<file path="src/sv/amx_pkg.sv">
package amx_pkg;

  localparam int unsigned MEM_WORDS = 128;
  localparam int unsigned MemAw     = (MEM_WORDS > 1) ? $clog2(MEM_WORDS) : 1;

  localparam logic signed [32:0] FOLD_LIMIT = 33'sd999999;
  localparam logic        [31:0] FOLD_MOD   = 32'd1999999;

  localparam logic [6:0] OP_READ  = 7'd10;
  localparam logic [6:0] OP_WRITE = 7'd11;
  localparam logic [6:0] OP_LOAD  = 7'd20;
  localparam logic [6:0] OP_STORE = 7'd21;
  localparam logic [6:0] OP_ADD   = 7'd30;
  localparam logic [6:0] OP_SUB   = 7'd31;
  localparam logic [6:0] OP_DIV   = 7'd32;
  localparam logic [6:0] OP_MUL   = 7'd33;
  localparam logic [6:0] OP_BR    = 7'd40;
  localparam logic [6:0] OP_BRNEG = 7'd41;
  localparam logic [6:0] OP_BRZ   = 7'd42;

  localparam logic [1:0] STATUS_OK   = 2'd0;
  localparam logic [1:0] STATUS_ADDR = 2'd1;
  localparam logic [1:0] STATUS_DIVZ = 2'd2;

  typedef struct packed {
    logic signed [6:0]  command;
    logic        [9:0]  operand_address;
    logic signed [31:0] read_value;
  } in_t;

  typedef struct packed {
    logic        [1:0]  status;
    logic               write_valid;
    logic signed [31:0] write_value;
    logic        [9:0]  next_pc;
    logic signed [31:0] accumulator_out;
  } out_t;

  typedef struct packed {
    logic accept;
    logic fetch;
    logic mul_load;
    logic iter_start;
    logic iter_fold;
    logic commit;
  } dp_cmd_t;

  typedef struct packed {
    logic run_div;
    logic run_mul;
    logic iter_done;
  } dp_sts_t;

endpackage

</file>
<file path="src/sv/amx_controller.sv">
module amx_controller import amx_pkg::*; (
  input  logic    clk_i,
  input  logic    rst_ni,
  input  logic    in_valid_i,
  output logic    in_ready_o,
  output logic    out_valid_o,
  input  logic    out_ready_i,
  input  dp_sts_t sts_i,
  output dp_cmd_t cmd_o
);

  typedef enum logic [2:0] {
    S_IDLE, S_FETCH, S_EXEC, S_MSTART, S_ITER, S_COMMIT
  } state_e;

  state_e state_q;
  logic   out_valid_q;

  always_comb begin
    cmd_o            = '0;
    cmd_o.accept     = (state_q == S_IDLE) && in_valid_i;
    cmd_o.fetch      = (state_q == S_FETCH);
    cmd_o.mul_load   = (state_q == S_EXEC) && sts_i.run_mul;
    cmd_o.iter_start = ((state_q == S_EXEC) && sts_i.run_div) || (state_q == S_MSTART);
    cmd_o.iter_fold  = (state_q == S_MSTART);
    cmd_o.commit     = (state_q == S_COMMIT) && (!out_valid_q || out_ready_i);
  end

  always_ff @(posedge clk_i or negedge rst_ni) begin
    if (!rst_ni) begin
      state_q     <= S_IDLE;
      out_valid_q <= 1'b0;
    end else begin
      if (cmd_o.commit)     out_valid_q <= 1'b1;
      else if (out_ready_i) out_valid_q <= 1'b0;
      unique case (state_q)
        S_IDLE:   if (in_valid_i) state_q <= S_FETCH;
        S_FETCH:  state_q <= S_EXEC;
        S_EXEC: begin
          if (sts_i.run_div)      state_q <= S_ITER;
          else if (sts_i.run_mul) state_q <= S_MSTART;
          else                    state_q <= S_COMMIT;
        end
        S_MSTART: state_q <= S_ITER;
        S_ITER:   if (sts_i.iter_done) state_q <= S_COMMIT;
        S_COMMIT: if (cmd_o.commit) state_q <= S_IDLE;
        default:  state_q <= S_IDLE;
      endcase
    end
  end

  assign in_ready_o  = (state_q == S_IDLE);
  assign out_valid_o = out_valid_q;

endmodule

</file>
<file path="config.mk">
export PLATFORM = sky130hd
export DESIGN_NAME = amx_controller
export DESIGN_NICKNAME = d
export VERILOG_FILES = /design/src/sv/amx_pkg.sv /design/src/sv/amx_controller.sv
export SDC_FILE = /design/constraint.sdc
export NUM_CORES = 1
export LEC_CHECK = 0
export BUFFER_PORTS_ARGS = -buffer_cell sky130_fd_sc_hd__buf_2
export CORE_AREA = 10 10 47 49
export CTS_BUF_LIST = sky130_fd_sc_hd__clkbuf_2 sky130_fd_sc_hd__clkbuf_4 sky130_fd_sc_hd__clkbuf_8
export DETAILED_ROUTE_END_ITERATION = 6
export DIE_AREA = 0 0 57 59
export MAX_ROUTING_LAYER = met4
export PLACE_DENSITY = 0.44
export SYNTH_ARGS = -nofsm -noshare
export SYNTH_HDL_FRONTEND = slang
export SYNTH_SLANG_ARGS = --single-unit
</file>
<file path="constraint.sdc">
create_clock -name clk_i -period 1.3 [get_ports clk_i]
set_input_delay 0.325 -clock clk_i [delete_from_list [all_inputs] [get_ports clk_i]]
set_output_delay 0.325 -clock clk_i [all_outputs]
set_load 0.005 [all_outputs]
</file>
Yosys cells after proc, flatten, opt, wreduce, memory -nomap -nowiden
Cells that the tools add are included.
W data, S select, Z words.
- equal/unequal tests: 8
- multiplexer cells: 8
- reductions and logical operators: 10
- operator list (operator ; count):
    $pmux W3 S6 ; 1
    $mux W3 ; 5
    $eq A3 B2 Y1 const B ; 2
    $eq A3 B3 Y1 const B ; 2
    $ne A2 B2 Y1 const B ; 3
    $logic_and A1 B1 Y1 ; 4
    $eq A3 B1 Y1 const B ; 1
    $logic_not A3 Y1 ; 1
    $reduce_and A3 Y1 ; 1
    $logic_or A1 B1 Y1 ; 2
    $mux W1 ; 2
    $reduce_bool A2 Y1 ; 1
    $logic_not A1 Y1 ; 1
- flip-flop bits (word level): 4
- bits of input ports: 7
- output and inout bits: 8
- logic and storage cells: 28

Depth between registers and ports, before layout
- depth in word-level cells: 5
- mapped depth: 4
- mapped depth without buffers: 3

Worst setup path before layout
Ideal clock, no wire load.
- path type: reg-to-output
- start: register state_q[0]
- end: output port cmd_o[5] (netlist bit)
- arrival: 903 ps
- required time: 975 ps
- setup slack: 72 ps
- cell stages (with the launch flop): 4
- buffers on the path: 1
- cells stage by stage: dfrtp_1 -> buf_4 -> nor3_1 -> and2_1
- RTL lines (item ; RTL line ; text):
    start: declaration ; amx_controller.sv:16 ; state_e state_q;
    start signal: assignment ; amx_controller.sv:31 ; state_q <= S_IDLE;
    start signal: assignment ; amx_controller.sv:37 ; S_IDLE: if (in_valid_i) state_q <= S_FETCH;
    start signal: assignment ; amx_controller.sv:38 ; S_FETCH: state_q <= S_EXEC;
    end: declaration ; amx_controller.sv:9 ; output dp_cmd_t cmd_o

==> impl_summary.txt <==
----------------------------------------------------
[Setup path]
  Critical path class ... reg2out
  Data arrival time at the worst-slack endpoint ... 1.12 ns
  Slowest stage cell on the critical path ... dfrtp_2
  Worst setup slack for register-to-register paths ... 0.13 ns
  Biggest cell delay along the critical path ... 0.45 ns
  Type of destination of the critical path ... output port
  Category of the worst setup path launch point ... flip-flop
  Critical path fanouts, max ... 5
  Required arrival time at the worst endpoint ... 0.98 ns
  CP Cell Sequence ... nor3_2 > and2_1 > buf_2

[Layout]
  Fillers ... 153
  Net total in the final layout ... 60
  ANT cells ... 0
  Commonest cells after routing, fill and taps aside ... buf_2, buf_4, nor2_1, clkbuf_4
  Share of layout cells above drive strength 1 ... 58.8%
  Most frequent standard cell in the layout excluding fill and tap cells ... buf_2
  Finished Core Util ... 31.5%
  P&R area growth vs syn ... 69.7%

[Logic synthesis]
  Number of instances in the synthesized netlist ... 29
  Netlist cell types ... 16
  Main area contributors after synthesis ... dfrtp_1, mux2i_1, nand2b_1
  Syn. warnings ... 0
  Synth Cell Area ... 260 µm²
  Share of the yosys chip area belonging to registers ... 38.5%
  Average instance area after synthesis ... 8.97 µm²
  Net count after synthesis ... 36
  Number of register bits inferred by synthesis ... 4
  Cell taking the most area after synthesis ... dfrtp_1
  Top-area cell type share of the netlist area ... 38.5%

[STA]
  Shortest period the worst path allows ... 1.44 ns
  Tcrit/Tclk final ... 111%
  Number of pins exceeding their max-slew limit in the final report ... 0
  Final Setup Violations ... 7
  Max Fclk ... 693 MHz
  Transition at the pin with the smallest max-transition slack ... 0.177 ns
  Unrepaired setup endpoints after global routing ... yes
  Minimum setup slack in the final design ... -0.143 ns
  Hold Violations, Final ... 0
  Final sum of negative setup slack ... -0.638 ns
  Setup Skew ... 0.00225 ns
  Max_slew headroom ... 87.9%

[Global route]
  Final global-route overflow total ... 0
  Pin count of the biggest net entering global routing ... 6
  Global-route usage over all layers ... 4.86%
  First-pass GRT wire length ... 1.27 mm
  Via count of the first global-routing pass ... 304
  Antenna violations before repair ... 0

[Placement]
  Hpwl dp ... 628 µm
  Count of buffers from port buffering ... 14
  Final weighted congestion in routability-driven placement ... 0.708

[Die]
  Number of rows created at floorplan ... 14
  Die extent in x ... 57 µm
  Placeable core region ... 1400 µm²
  I/O Pins ... 15
  Initial core utilization ... 18.6%
  Die height ... 59 µm
  Die ar. ... 3360 µm²

[Route]
  Post-Route WL ... 741 µm
  1st-pass router iterations ... 1
  Via density ... 4.04
  Via count of the routed design ... 271
  Number of nets still failing antenna checks after routing ... 0
  Iter 0 DRT Violations ... 0
  Routed len/inst ... 11.1 µm
  DRC violation count after routing ... 0

[Status]
  Status ... finished with violations
  Violations in the final reports ... setup timing

[Worst hold path]
  Hold Path Class ... in2reg

[Clocking]
  Worst-path clk slew ... 0.04 ns
  Maximum root-to-sink buffer count ... 2
  Clock sink total ... 4
  CTS tree ... built
  CTS buffer count ... 3
  Root buffer cell ... clkbuf_4
  Clock insertion delay at the later pin of the skew report ... 0.23 ns
  Number of H-tree levels ... 1

[Power and ir drop]
  Leakage component of the power ... 0.229 nW
  Maximum vdd drop ... 734 µV
  Power per unit of standard cell area ... 2190 nW/µm²

[Job]
  Number of max-cap violations ... 0

----------------------------------------------------
## report_power, final
part | total (mW) | internal, mW | switching [mW]
Clock | 0.150 | 0.103 | 0.0469
Sequential | 0.264 | 0.186 | 0.0784
Combinational | 0.551 | 0.328 | 0.223
## path summary, 6_finish.rpt
kind / from / endpoint / depth (start not counted)
setup / recovery: state_q[1]$_DFFE_PN0P_ / cmd_o[5] / 3
hold / removal: out_ready_i / out_valid_o$_DFFE_PN0P_ / 3
setup reg to reg: state_q[0]$_DFFE_PN0P_ / state_q[1]$_DFFE_PN0P_ / 5
hold reg to reg: out_valid_o$_DFFE_PN0P_ / out_valid_o$_DFFE_PN0P_ / 2
max in group asynchronous: rst_ni / state_q[1]$_DFFE_PN0P_ / 2
min in group asynchronous: rst_ni / out_valid_o$_DFFE_PN0P_ / 2
## critical path, delay by kind of cell, from the launching register on
family / cells / cell delay [ns]
and+or+nand+nor: 2 / 0.33
DFF: 1 / 0.45
buffers and inverters: 1 / 0.11
## Yosys cell counts, drive strengths merged
cell type  number
dfrtp           4
a21oi           2
nor2            3
nor3            2
o32ai           1
and2            1
nor2b           2
a21o            1
nor3b           2
nand2           2
mux2i           2
o21ai           1
inv             2
buf             1
nand2b          3
## layout make-up
| cell class | instances | area (µm²) | area share [%] |
|---|---|---|---|
| multi-input cells | 22 | 165 | 37.4 |
| well taps | 16 | 20.0 | 4.53 |
| flip-flops and latches | 4 | 103 | 23.2 |
| inverters | 2 | 7.51 | 1.70 |
| repair buffers | 20 | 124 | 28.0 |
| clock buffers | 3 | 22.5 | 5.10 |
## timing repair
action | 4_1_cts | 5_1_grt
hold endpoints to repair | 4 | 0
endpoints found under the setup margin | 7 | 7
pin swaps | 4 | 1
hold buffers | 1 | 0
setup buffers | 1 | 1
gates resized for setup | 6 | 1
## sequential cells by signal, indices dropped and copies added, names as in the netlist
name / flops
out_valid_o: 1
state_q: 3
## through the flow
stage | hold slack [ns] | setup slack (ns) | instance area, µm² | total power, mW | std cells
global placement | 0.134 | 0.0630 | 365 | 0.695 | 61
CTS | 0.393 | -0.123 | 428 | 0.923 | 66
global route | 0.422 | -0.200 | 442 | 1.06 | 67
floorplan | 0.0294 | 0.0721 | 260 | 0.492 | 29
detailed placement | 0.133 | 0.0346 | 365 | 0.691 | 61
finish | 0.396 | -0.143 | 442 | 0.965 | 67
## logic make-up after synthesis
logic type / after synthesis / share of synthesized area [%]
AND/OR/NAND/NOR: 15 / 33.2
flip-flops: 4 / 38.5
multiplexers: 2 / 7.69
AO/OA/AOI/OAI: 5 / 14.9
buffers and inverters: 3 / 5.77
## per-layer routing
layer | vias to the layer above | share of wire [%] | global-route usage (%) | wire length (µm)
li1 | 142 | - | - | -
met1 | 118 | 50 | 6.12 | 373
met2 | 11 | 42 | 5.74 | 311
met3 | 0 | 7.6 | 1.93 | 56
met4 | 0 | 0 | 4.03 | 0
met5 | - | 0 | - | 0
Power figures use the tool's default switching activity.
